<file path="config.mk">
export PLATFORM = sky130hd
export DESIGN_NAME = touch_event_generator
export DESIGN_NICKNAME = d
export VERILOG_FILES = /design/src/rtl/tevg_pkg.sv /design/src/rtl/tevg_axis_map.sv /design/src/rtl/tevg_event.sv /design/src/rtl/touch_event_generator.sv
export VERILOG_INCLUDE_DIRS = /design/src /design/src/rtl
export SDC_FILE = /design/constraint.sdc
export NUM_CORES = 2
export LEC_CHECK = 0
export ABC_AREA = 1
export BUFFER_PORTS_ARGS = -buffer_cell sky130_fd_sc_hd__buf_2
export CAP_MARGIN = 15
export CORE_MARGIN = 2
export CORE_UTILIZATION = 48
export DETAILED_ROUTE_END_ITERATION = 10
export GPL_ROUTABILITY_DRIVEN = 0
export SLEW_MARGIN = 20
export SYNTH_ARGS = -nofsm -noshare
export SYNTH_HDL_FRONTEND = slang
export SYNTH_SLANG_ARGS = --single-unit
</file>
<file path="constraint.sdc">
create_clock -name clk -period 14.6 [get_ports clk]
set_input_delay 2.19 -clock clk [delete_from_list [all_inputs] [get_ports clk]]
set_output_delay 2.19 -clock clk [all_outputs]
set_load 0.05 [all_outputs]
</file>
<file path="src/rtl/touch_event_generator_assert.svh">
// Assertion macros shared by the touch event generator RTL.
// Needs nothing else; files that check their logic include this header.
`ifndef TOUCH_EVENT_GENERATOR_ASSERT_SVH
`define TOUCH_EVENT_GENERATOR_ASSERT_SVH

`ifndef NO_ASSERTIONS

// Clocked property, disabled while reset is asserted
`define TEVG_ASSERT(lbl, clk, rst_n, prop) \
	lbl: assert property (@(posedge clk) disable iff (!rst_n) prop) \
		else $error("tevg assertion failed");

// Condition that must never hold outside reset
`define TEVG_NEVER(lbl, clk, rst_n, cond) \
	lbl: assert property (@(posedge clk) disable iff (!rst_n) !(cond)) \
		else $error("tevg forbidden condition");

`else

`define TEVG_ASSERT(lbl, clk, rst_n, prop)
`define TEVG_NEVER(lbl, clk, rst_n, cond)

`endif

`endif

</file>
<file path="src/rtl/tevg_pkg.sv">
// Shared types and constants of the touch event generator.
// No dependencies; imported by every RTL module of the block.
package tevg_pkg;

	localparam int RAW_W     = 12;
	localparam int COEF_W    = 32;
	localparam int PX_W      = 9;
	localparam int PY_W      = 8;
	localparam int KIND_W    = 2;
	localparam int CFG_IDX_W = 3;

	// event codes
	localparam logic [KIND_W-1:0] EV_NONE = 2'd0;
	localparam logic [KIND_W-1:0] EV_DOWN = 2'd1;
	localparam logic [KIND_W-1:0] EV_MOVE = 2'd2;
	localparam logic [KIND_W-1:0] EV_UP   = 2'd3;

	// register map
	localparam logic [CFG_IDX_W-1:0] REG_COEF_XR   = 3'd0;
	localparam logic [CFG_IDX_W-1:0] REG_COEF_XS   = 3'd1;
	localparam logic [CFG_IDX_W-1:0] REG_COEF_XO   = 3'd2;
	localparam logic [CFG_IDX_W-1:0] REG_COEF_YR   = 3'd3;
	localparam logic [CFG_IDX_W-1:0] REG_COEF_YS   = 3'd4;
	localparam logic [CFG_IDX_W-1:0] REG_COEF_YO   = 3'd5;
	localparam logic [CFG_IDX_W-1:0] REG_CAL_VALID = 3'd6;

	// request entering the event stage
	typedef struct packed {
		logic vld;
		logic pressed;
	} tevg_ctl_t;

endpackage

</file>
<file path="src/rtl/tevg_axis_map.sv">
// One axis of the affine map: two products, sum with offset, trunc and clamp.
// Depends on tevg_pkg; stage enables come from the top level.
module tevg_axis_map
	import tevg_pkg::*;
#(
	parameter int LIMIT = 320,
	parameter int OUT_W = 9
) (
	input  logic                     clk,
	input  logic                     en_s2,
	input  logic                     en_s3,
	input  logic [RAW_W-1:0]         ax_s1,
	input  logic [RAW_W-1:0]         ay_s1,
	input  logic signed [COEF_W-1:0] wr,
	input  logic signed [COEF_W-1:0] ws,
	input  logic signed [COEF_W-1:0] wo,
	output logic [OUT_W-1:0]         pos_s3
);

	localparam int PROD_W = COEF_W + RAW_W + 1;
	localparam int SUM_W  = PROD_W + 2;
	localparam int Q_W    = SUM_W - 16;
	localparam logic [Q_W-1:0] LIM_M1 = Q_W'(LIMIT - 1);

	logic signed [PROD_W-1:0] pr_s2, ps_s2;
	logic signed [PROD_W-1:0] pr_d, ps_d;
	logic signed [SUM_W-1:0]  sum;
	logic [Q_W-1:0]           q;
	logic [OUT_W-1:0]         pos_d;

	assign pr_d = PROD_W'($signed(wr)) * PROD_W'($signed({1'b0, ax_s1}));
	assign ps_d = PROD_W'($signed(ws)) * PROD_W'($signed({1'b0, ay_s1}));

	always_ff @(posedge clk) begin
		if (en_s2) begin
			pr_s2 <= pr_d;
			ps_s2 <= ps_d;
		end
	end

	// negative sums are caught by the sign bit and clamp to 0
	assign sum = SUM_W'(pr_s2) + SUM_W'(ps_s2) + SUM_W'(wo);
	assign q   = sum[SUM_W-1:16];

	always_comb begin
		if (sum[SUM_W-1]) begin
			pos_d = '0;
		end else if (q > LIM_M1) begin
			pos_d = LIM_M1[OUT_W-1:0];
		end else begin
			pos_d = q[OUT_W-1:0];
		end
	end

	always_ff @(posedge clk) begin
		if (en_s3) begin
			pos_s3 <= pos_d;
		end
	end

endmodule

</file>
<file path="src/rtl/tevg_event.sv">
// Event decision, touch state and the result register.
// Depends on tevg_pkg and the assertion macro header.
`include "touch_event_generator_assert.svh"

module tevg_event
	import tevg_pkg::*;
#(
	parameter int MOVE_THRESHOLD = 2
) (
	input  logic              clk,
	input  logic              arst_n,
	input  tevg_ctl_t         ctl,
	input  logic [PX_W-1:0]   px,
	input  logic [PY_W-1:0]   py,
	input  logic              cal_valid,
	input  logic              out_stall,
	output logic              ld,
	output logic              out_valid,
	output logic [KIND_W-1:0] event_kind,
	output logic [PX_W-1:0]   event_x,
	output logic [PY_W-1:0]   event_y
);

	localparam logic [PX_W:0] THR = (PX_W+1)'(MOVE_THRESHOLD);

	logic              held_q;
	logic [PX_W-1:0]   last_px_q;
	logic [PY_W-1:0]   last_py_q;
	logic              out_valid_q;
	logic [KIND_W-1:0] kind_q;
	logic [PX_W-1:0]   x_q;
	logic [PY_W-1:0]   y_q;

	logic [PX_W-1:0]   dx;
	logic [PY_W-1:0]   dy;
	logic              moved;
	logic [KIND_W-1:0] kind_d;
	logic [PX_W-1:0]   x_d;
	logic [PY_W-1:0]   y_d;
	logic              held_d;
	logic              upd_last;

	assign ld = !out_valid_q || !out_stall;

	assign dx    = (px > last_px_q) ? px - last_px_q : last_px_q - px;
	assign dy    = (py > last_py_q) ? py - last_py_q : last_py_q - py;
	assign moved = ({1'b0, dx} > THR) || ({2'b00, dy} > THR);

	always_comb begin
		kind_d   = EV_NONE;
		x_d      = '0;
		y_d      = '0;
		held_d   = held_q;
		upd_last = 1'b0;
		if (cal_valid) begin
			if (ctl.pressed) begin
				held_d = 1'b1;
				if (!held_q || moved) begin
					kind_d   = held_q ? EV_MOVE : EV_DOWN;
					x_d      = px;
					y_d      = py;
					upd_last = 1'b1;
				end
			end else if (held_q) begin
				held_d = 1'b0;
				kind_d = EV_UP;
				x_d    = last_px_q;
				y_d    = last_py_q;
			end
		end
	end

	always_ff @(posedge clk or negedge arst_n) begin
		if (!arst_n) begin
			out_valid_q <= 1'b0;
			held_q      <= 1'b0;
			last_px_q   <= '0;
			last_py_q   <= '0;
		end else if (ld) begin
			out_valid_q <= ctl.vld;
			if (ctl.vld) begin
				held_q <= held_d;
				if (upd_last) begin
					last_px_q <= px;
					last_py_q <= py;
				end
			end
		end
	end

	always_ff @(posedge clk) begin
		if (ld && ctl.vld) begin
			kind_q <= kind_d;
			x_q    <= x_d;
			y_q    <= y_d;
		end
	end

	assign out_valid  = out_valid_q;
	assign event_kind = kind_q;
	assign event_x    = x_q;
	assign event_y    = y_q;

	`TEVG_ASSERT(a_up_uses_held_point, clk, arst_n, (ld && ctl.vld && cal_valid && !ctl.pressed && held_q) |=> (kind_q == EV_UP && x_q == $past(last_px_q) && y_q == $past(last_py_q)))
	`TEVG_ASSERT(a_press_sets_held, clk, arst_n, (ld && ctl.vld && cal_valid && ctl.pressed) |=> held_q)
	`TEVG_ASSERT(a_point_stored, clk, arst_n, (out_valid_q && (kind_q == EV_DOWN || kind_q == EV_MOVE)) |-> (last_px_q == x_q && last_py_q == y_q))
	`TEVG_NEVER(a_none_at_origin, clk, arst_n, out_valid_q && kind_q == EV_NONE && (x_q != '0 || y_q != '0))

endmodule

</file>
<file path="src/rtl/touch_event_generator.sv">
// Channel  | Handshake            | Payload
// ---------+----------------------+------------------------------------------
// in       | in_valid / in_stall  | pressed, raw_x0..raw_x3, raw_y0..raw_y3
// out      | out_valid / out_stall| event_kind, event_x, event_y
// cfg      | cfg_valid / cfg_ready| cfg_index, cfg_data
//
// One request per cycle while in_stall is low. Stages: s1 averages, s2
// multiplies (four 32x13), s3 sums/clamps, then the event stage updates touch
// state and loads the result register. Each stage loads when empty or when
// the next one advances, so bubbles collapse and a full result register only
// stalls input once all fill. arst_n clears stage valids, touch state and all
// config registers. cfg_ready is always high; the host must write only while
// no request is in flight, which the block itself does not enforce.
//
// Top level of the touch event generator; depends on tevg_pkg,
// tevg_axis_map and tevg_event.
module touch_event_generator
	import tevg_pkg::*;
#(
	parameter int SCREEN_WIDTH   = 320,
	parameter int SCREEN_HEIGHT  = 240,
	parameter int MOVE_THRESHOLD = 2
) (
	input  logic                 clk,
	input  logic                 arst_n,
	// input channel
	input  logic                 in_valid,
	output logic                 in_stall,
	input  logic                 pressed,
	input  logic [RAW_W-1:0]     raw_x0,
	input  logic [RAW_W-1:0]     raw_x1,
	input  logic [RAW_W-1:0]     raw_x2,
	input  logic [RAW_W-1:0]     raw_x3,
	input  logic [RAW_W-1:0]     raw_y0,
	input  logic [RAW_W-1:0]     raw_y1,
	input  logic [RAW_W-1:0]     raw_y2,
	input  logic [RAW_W-1:0]     raw_y3,
	// result channel
	output logic                 out_valid,
	input  logic                 out_stall,
	output logic [KIND_W-1:0]    event_kind,
	output logic [PX_W-1:0]      event_x,
	output logic [PY_W-1:0]      event_y,
	// config write channel
	input  logic                 cfg_valid,
	output logic                 cfg_ready,
	input  logic [CFG_IDX_W-1:0] cfg_index,
	input  logic [COEF_W-1:0]    cfg_data
);

	// calibration registers
	logic signed [COEF_W-1:0] coef_xr_q, coef_xs_q, coef_xo_q;
	logic signed [COEF_W-1:0] coef_yr_q, coef_ys_q, coef_yo_q;
	logic                     cal_valid_q;

	// pipeline valids and side data
	logic v_s1, v_s2, v_s3;
	logic pressed_s1, pressed_s2, pressed_s3;
	logic adv_1, adv_2, adv_3, adv_o;

	// averaged raw samples
	logic [RAW_W+1:0] sum_x, sum_y;
	logic [RAW_W-1:0] ax_s1, ay_s1;

	logic [PX_W-1:0] px_s3;
	logic [PY_W-1:0] py_s3;
	tevg_ctl_t       ev_ctl;

	assign cfg_ready = 1'b1;

	always_ff @(posedge clk or negedge arst_n) begin
		if (!arst_n) begin
			coef_xr_q   <= '0;
			coef_xs_q   <= '0;
			coef_xo_q   <= '0;
			coef_yr_q   <= '0;
			coef_ys_q   <= '0;
			coef_yo_q   <= '0;
			cal_valid_q <= 1'b0;
		end else if (cfg_valid) begin
			case (cfg_index)
				REG_COEF_XR:   coef_xr_q   <= cfg_data;
				REG_COEF_XS:   coef_xs_q   <= cfg_data;
				REG_COEF_XO:   coef_xo_q   <= cfg_data;
				REG_COEF_YR:   coef_yr_q   <= cfg_data;
				REG_COEF_YS:   coef_ys_q   <= cfg_data;
				REG_COEF_YO:   coef_yo_q   <= cfg_data;
				REG_CAL_VALID: cal_valid_q <= cfg_data[0];
				default: begin
				end
			endcase
		end
	end

	// backward advance chain: a stage loads when empty or when it drains
	assign adv_3    = !v_s3 || adv_o;
	assign adv_2    = !v_s2 || adv_3;
	assign adv_1    = !v_s1 || adv_2;
	assign in_stall = !adv_1;

	always_ff @(posedge clk or negedge arst_n) begin
		if (!arst_n) begin
			v_s1 <= 1'b0;
			v_s2 <= 1'b0;
			v_s3 <= 1'b0;
		end else begin
			if (adv_1) v_s1 <= in_valid;
			if (adv_2) v_s2 <= v_s1;
			if (adv_3) v_s3 <= v_s2;
		end
	end

	// floor average of four samples
	assign sum_x = (RAW_W+2)'(raw_x0) + (RAW_W+2)'(raw_x1)
		+ (RAW_W+2)'(raw_x2) + (RAW_W+2)'(raw_x3);
	assign sum_y = (RAW_W+2)'(raw_y0) + (RAW_W+2)'(raw_y1)
		+ (RAW_W+2)'(raw_y2) + (RAW_W+2)'(raw_y3);

	always_ff @(posedge clk) begin
		if (adv_1) begin
			pressed_s1 <= pressed;
			ax_s1      <= sum_x[RAW_W+1:2];
			ay_s1      <= sum_y[RAW_W+1:2];
		end
		if (adv_2) pressed_s2 <= pressed_s1;
		if (adv_3) pressed_s3 <= pressed_s2;
	end

	tevg_axis_map #(
		.LIMIT (SCREEN_WIDTH),
		.OUT_W (PX_W)
	) u_map_x (
		.clk    (clk),
		.en_s2  (adv_2),
		.en_s3  (adv_3),
		.ax_s1  (ax_s1),
		.ay_s1  (ay_s1),
		.wr     (coef_xr_q),
		.ws     (coef_xs_q),
		.wo     (coef_xo_q),
		.pos_s3 (px_s3)
	);

	tevg_axis_map #(
		.LIMIT (SCREEN_HEIGHT),
		.OUT_W (PY_W)
	) u_map_y (
		.clk    (clk),
		.en_s2  (adv_2),
		.en_s3  (adv_3),
		.ax_s1  (ax_s1),
		.ay_s1  (ay_s1),
		.wr     (coef_yr_q),
		.ws     (coef_ys_q),
		.wo     (coef_yo_q),
		.pos_s3 (py_s3)
	);

	assign ev_ctl.vld     = v_s3;
	assign ev_ctl.pressed = pressed_s3;

	tevg_event #(
		.MOVE_THRESHOLD (MOVE_THRESHOLD)
	) u_event (
		.clk        (clk),
		.arst_n     (arst_n),
		.ctl        (ev_ctl),
		.px         (px_s3),
		.py         (py_s3),
		.cal_valid  (cal_valid_q),
		.out_stall  (out_stall),
		.ld         (adv_o),
		.out_valid  (out_valid),
		.event_kind (event_kind),
		.event_x    (event_x),
		.event_y    (event_y)
	);

endmodule
</file>
==> metrics.txt <==
# TYPE chip_impl_metric gauge
chip_impl_metric{name="number_of_stages_on_the_worst_hold_path",unit=""} 0
chip_impl_metric{name="clock_path_buffers",unit=""} 3
chip_impl_metric{name="worst_setup_hold_path_clk_slew",unit="ps"} 60
chip_impl_info{name="worst_r2r_startpoint",value="ax_s1[8]"} 1
chip_impl_info{name="cell_chain_critical_path",value="buf_4 > nand2_1 > fa_1 > inv_1 > fa_1 > fa_1 > fa_1 > inv_1 > fa_1 > inv_1 > ha_1 > nand2_1 > inv_1 > a21oi_1 > a21boi_0 > o221ai_1 > a21oi_1 > o21bai_1 > nand2_1 > nand2_1 > xor2_1"} 1
chip_impl_metric{name="io_pins",unit=""} 159
chip_impl_metric{name="netlist_instances",unit=""} 10600
chip_impl_info{name="synth_ff_type",value="edfxtp_1"} 1
chip_impl_metric{name="final-max-slew-violation-count",unit=""} 0
chip_impl_metric{name="avgSynthCellArea",unit="um^2"} 7.87
chip_impl_metric{name="transition_time_at_the_pin_with_the_least_slew_margin",unit="ps"} 1250
chip_impl_metric{name="area_growth_syn_to_layout",unit="%"} 5.63
chip_impl_info{name="hold_path_class",value="reg -> reg"} 1
chip_impl_metric{name="via_count",unit=""} 65400
chip_impl_metric{name="final.period_utilization",unit="%"} 44.9
chip_impl_info{name="worst_path_dominant_cell_family",value="adder cells"} 1
chip_impl_metric{name="syn-cell-area",unit="um^2"} 83100
chip_impl_metric{name="timing.final.setup_violations",unit=""} 0
chip_impl_info{name="worstReg2RegEnd",value="u_map_y.pr_s2[35]"} 1
chip_impl_info{name="crit_path_top_delay_cell",value="edfxtp_1"} 1
chip_impl_metric{name="timing.critical_path.buf_inv",unit=""} 5
chip_impl_metric{name="ctsHoldBuffers",unit=""} 0
chip_impl_metric{name="detailedPlacementHpwl",unit="mm"} 185
chip_impl_metric{name="fin_tns_setup",unit="ps"} 0
chip_impl_metric{name="die_w",unit="um"} 420
chip_impl_metric{name="yosys_register_bits",unit=""} 458
chip_impl_metric{name="cp_data_required_time",unit="ps"} 15050
chip_impl_info{name="synth.top_cells.by_area",value="fa_1, inv_1, nand2_1, edfxtp_1, ha_1"} 1
chip_impl_info{name="yosysTopAreaCell",value="fa_1"} 1
chip_impl_metric{name="crit_path_max_incr_delay",unit="ps"} 730
chip_impl_metric{name="detailedRoute.firstPassIterationCount",unit=""} 7
chip_impl_info{name="cts.root.buffer_cell",value="clkbuf_16"} 1
chip_impl_info{name="outcome",value="completed"} 1
chip_impl_metric{name="syn_nets",unit=""} 12700
chip_impl_info{name="crit_start",value="ax_s1[8]"} 1
chip_impl_metric{name="max_clock_freq",unit="MHz"} 153
chip_impl_metric{name="layout.filler_cells",unit=""} 16600
chip_impl_metric{name="numCtsBuffers",unit=""} 56
chip_impl_metric{name="time_the_worst_path_needs_with_i_o_delays_and_setup",unit="ps"} 6560
chip_impl_metric{name="async_flop_share",unit="%"} 46.9
chip_impl_metric{name="h-tree-depth",unit=""} 2
chip_impl_info{name="synthTopCellsByCount",value="inv_1, nand2_1, fa_1"} 1
chip_impl_metric{name="number_of_antenna_violations_at_the_first_check_in_global_routing",unit=""} 19
chip_impl_metric{name="synth_sequential_area_ratio",unit="%"} 15.3
chip_impl_info{name="timing.critical_path.from_type",value="flip-flop"} 1
chip_impl_metric{name="remaining_antenna_violation_count_after_routing",unit=""} 0
chip_impl_metric{name="port-buffer-count",unit=""} 157
chip_impl_metric{name="max-cap-violations",unit=""} 0
chip_impl_metric{name="remaining_drc_errors",unit=""} 0
chip_impl_metric{name="grt.total_usage",unit="%"} 27.2
chip_impl_info{name="cts_tree",value="built"} 1
chip_impl_metric{name="worst_skew_pair.late_latency",unit="ps"} 690
chip_impl_metric{name="timing_hold_violations_final",unit=""} 0
chip_impl_info{name="synthMostInstantiatedCell",value="inv_1"} 1
chip_impl_metric{name="starting_density_of_the_core",unit="%"} 48.4
chip_impl_info{name="timing.critical_path.to",value="u_map_y.pr_s2[35]"} 1
chip_impl_metric{name="core_area",unit="um^2"} 172000
chip_impl_metric{name="worst-path-max-fanout",unit=""} 50
chip_impl_metric{name="final.setup_skew",unit="ps"} 29.6
chip_impl_metric{name="grt_max_degree",unit=""} 73
chip_impl_metric{name="critPathArrivalTime",unit="ps"} 7000
chip_impl_metric{name="post_synth_num_cell_types",unit=""} 51
chip_impl_info{name="critical_path_type",value="reg -> reg"} 1
chip_impl_metric{name="grt_pass1_vias",unit=""} 68100
chip_impl_info{name="critPathMostFrequentCell",value="fa_1"} 1
chip_impl_metric{name="drt-vias-per-instance",unit=""} 5.09
chip_impl_metric{name="synth-warning-count",unit=""} 0
chip_impl_metric{name="cts_resized",unit=""} 0
chip_impl_metric{name="design.die.area",unit="um^2"} 176000
chip_impl_metric{name="synth_largest_type_area_fraction",unit="%"} 35.9
chip_impl_info{name="setup.worst_path.end_class",value="flip-flop"} 1
chip_impl_metric{name="total_wirelength_of_the_detailed_routed_design",unit="mm"} 232
chip_impl_metric{name="die_y",unit="um"} 420
chip_impl_metric{name="layout.nets",unit=""} 12600
chip_impl_info{name="rsz_0062_raised_after_global_routing",value="no"} 1
chip_impl_metric{name="routedWlPerCell",unit="um"} 18.0
chip_impl_metric{name="final_layout_size_suffix_gt1_share",unit="%"} 3.29
chip_impl_metric{name="detail_route.iter0.violations",unit=""} 4735
chip_impl_metric{name="fp-row-count",unit=""} 152
chip_impl_metric{name="clock-sinks",unit=""} 458
chip_impl_metric{name="regToRegSetupSlack",unit="ps"} 8040
chip_impl_metric{name="grt_first_pass_wirelength",unit="mm"} 374
chip_impl_metric{name="overflow",unit=""} 0
chip_impl_metric{name="slew-limit-headroom",unit="%"} 16.8
chip_impl_metric{name="rr_worst_depth",unit=""} 21
chip_impl_metric{name="worstSetupPathDepth",unit=""} 21
chip_impl_metric{name="synth_enable_flop_cells",unit=""} 243
chip_impl_metric{name="cts.repair_timing.setup_buffer_count",unit=""} 0
==> flip-flops by register name (all words and copies together), names as in the netlist, 12 cells and up <==
signal / cells
u_map_x.pr_s2: 45
u_map_x.ps_s2: 45
u_map_y.pr_s2: 45
u_map_y.ps_s2: 45
coef_xo_q: 32
coef_xr_q: 32
coef_xs_q: 32
coef_yo_q: 32
coef_yr_q: 32
coef_ys_q: 32
ax_s1: 12
ay_s1: 12
==> cells in the final DEF, fill, tap and decap left out, drive strengths merged, types with 4 or more instances in the layout <==
| cell | Yosys | layout |
|---|---|---|
| inv | 3091 | 3103 |
| nand2 | 2747 | 2747 |
| fa | 1492 | 1492 |
| ha | 540 | 540 |
| nor2 | 425 | 425 |
| a21oi | 367 | 367 |
| o21ai | 346 | 346 |
| edfxtp | 243 | 243 |
| dfrtp | 215 | 215 |
| buf | 162 | 209 |
| nand3 | 159 | 159 |
| xor2 | 153 | 153 |
| xnor2 | 88 | 88 |
| clkbuf | 193 | 69 |
| nand4 | 68 | 68 |
| a31oi | 41 | 41 |
| nor3 | 35 | 35 |
| o21bai | 32 | 32 |
| a21o | 22 | 22 |
| o21a | 21 | 21 |
| o211ai | 21 | 21 |
| diode | 0 | 19 |
| clkinv | 1 | 17 |
| nand3b | 16 | 16 |
| a21boi | 15 | 15 |
| o221ai | 14 | 14 |
| nor4 | 13 | 13 |
| o31ai | 11 | 11 |
| a221oi | 7 | 7 |
| a211oi | 6 | 6 |
| bufinv | 0 | 5 |
| and3 | 4 | 4 |
==> worst reg2reg max path: cells and delay by family, from the launching register on <==
kind / cells / cell delay, ps
buf+inv: 5 / 870
compound gates: 5 / 1150
fa+ha+maj: 6 / 2880
simple gates: 4 / 540
flops: 1 / 730
xor+xnor: 1 / 140
==> final cells by class <==
cell class	instances	area, um^2	area share (%)
diodes	19	47.5	0.0542
clock buffers	69	1500	1.71
clock inverters	36	400	0.456
inverters	3092	11600	13.2
multi-input cells	6653	57500	65.5
flip-flops and latches	458	12700	14.4
well taps	2310	2890	3.29
repair buffers	209	1190	1.35
==> worst min path at each step <==
stage                     from         end  slack (ps)
floorplan           pressed_s1  pressed_s2         400
global placement    pressed_s2  pressed_s3         400
detailed placement  pressed_s1  pressed_s2         410
CTS                 pressed_s2  pressed_s3         420
global route        pressed_s1  pressed_s2         440
finish              pressed_s1  pressed_s2         420
==> layer usage <==
metal  vias up  global-route usage, %  part of all wire, %
li1      30500                      -                    -
met1     32300                   35.1                   41
met2      2124                   46.5                   48
met3       428                   3.31                  6.5
met4         2                   10.4                  4.4
met5         -                      0               0.0060
==> cells by family after synthesis <==
kind of cell,share of synthesized area (%)
AO/OA/AOI/OAI,6.04
adder cells (fa/ha/maj),44.1
other,0.00451
XOR/XNOR,2.54
AND/OR/NAND/NOR,16.4
buffers and inverters,15.6
flip-flops,15.3
==> per-stage QoR <==
step | hold slack (ps) | utilization (%) | instances | setup slack, ps | area [um^2]
floorplan | 400 | - | 10600 | 4760 | 83100
global placement | 405 | 50.0 | 12700 | 8170 | 85800
detailed placement | 407 | 50.0 | 12700 | 8110 | 85800
CTS | 421 | 51.1 | 12800 | 8100 | 87700
global route | 435 | 51.1 | 12800 | 7670 | 87700
finish | 420 | 51.1 | 12800 | 8040 | 87800
Power is left out: the tool's default activity adds up to more than one toggle a clock period on the data nets, which glitch-free logic cannot reach.
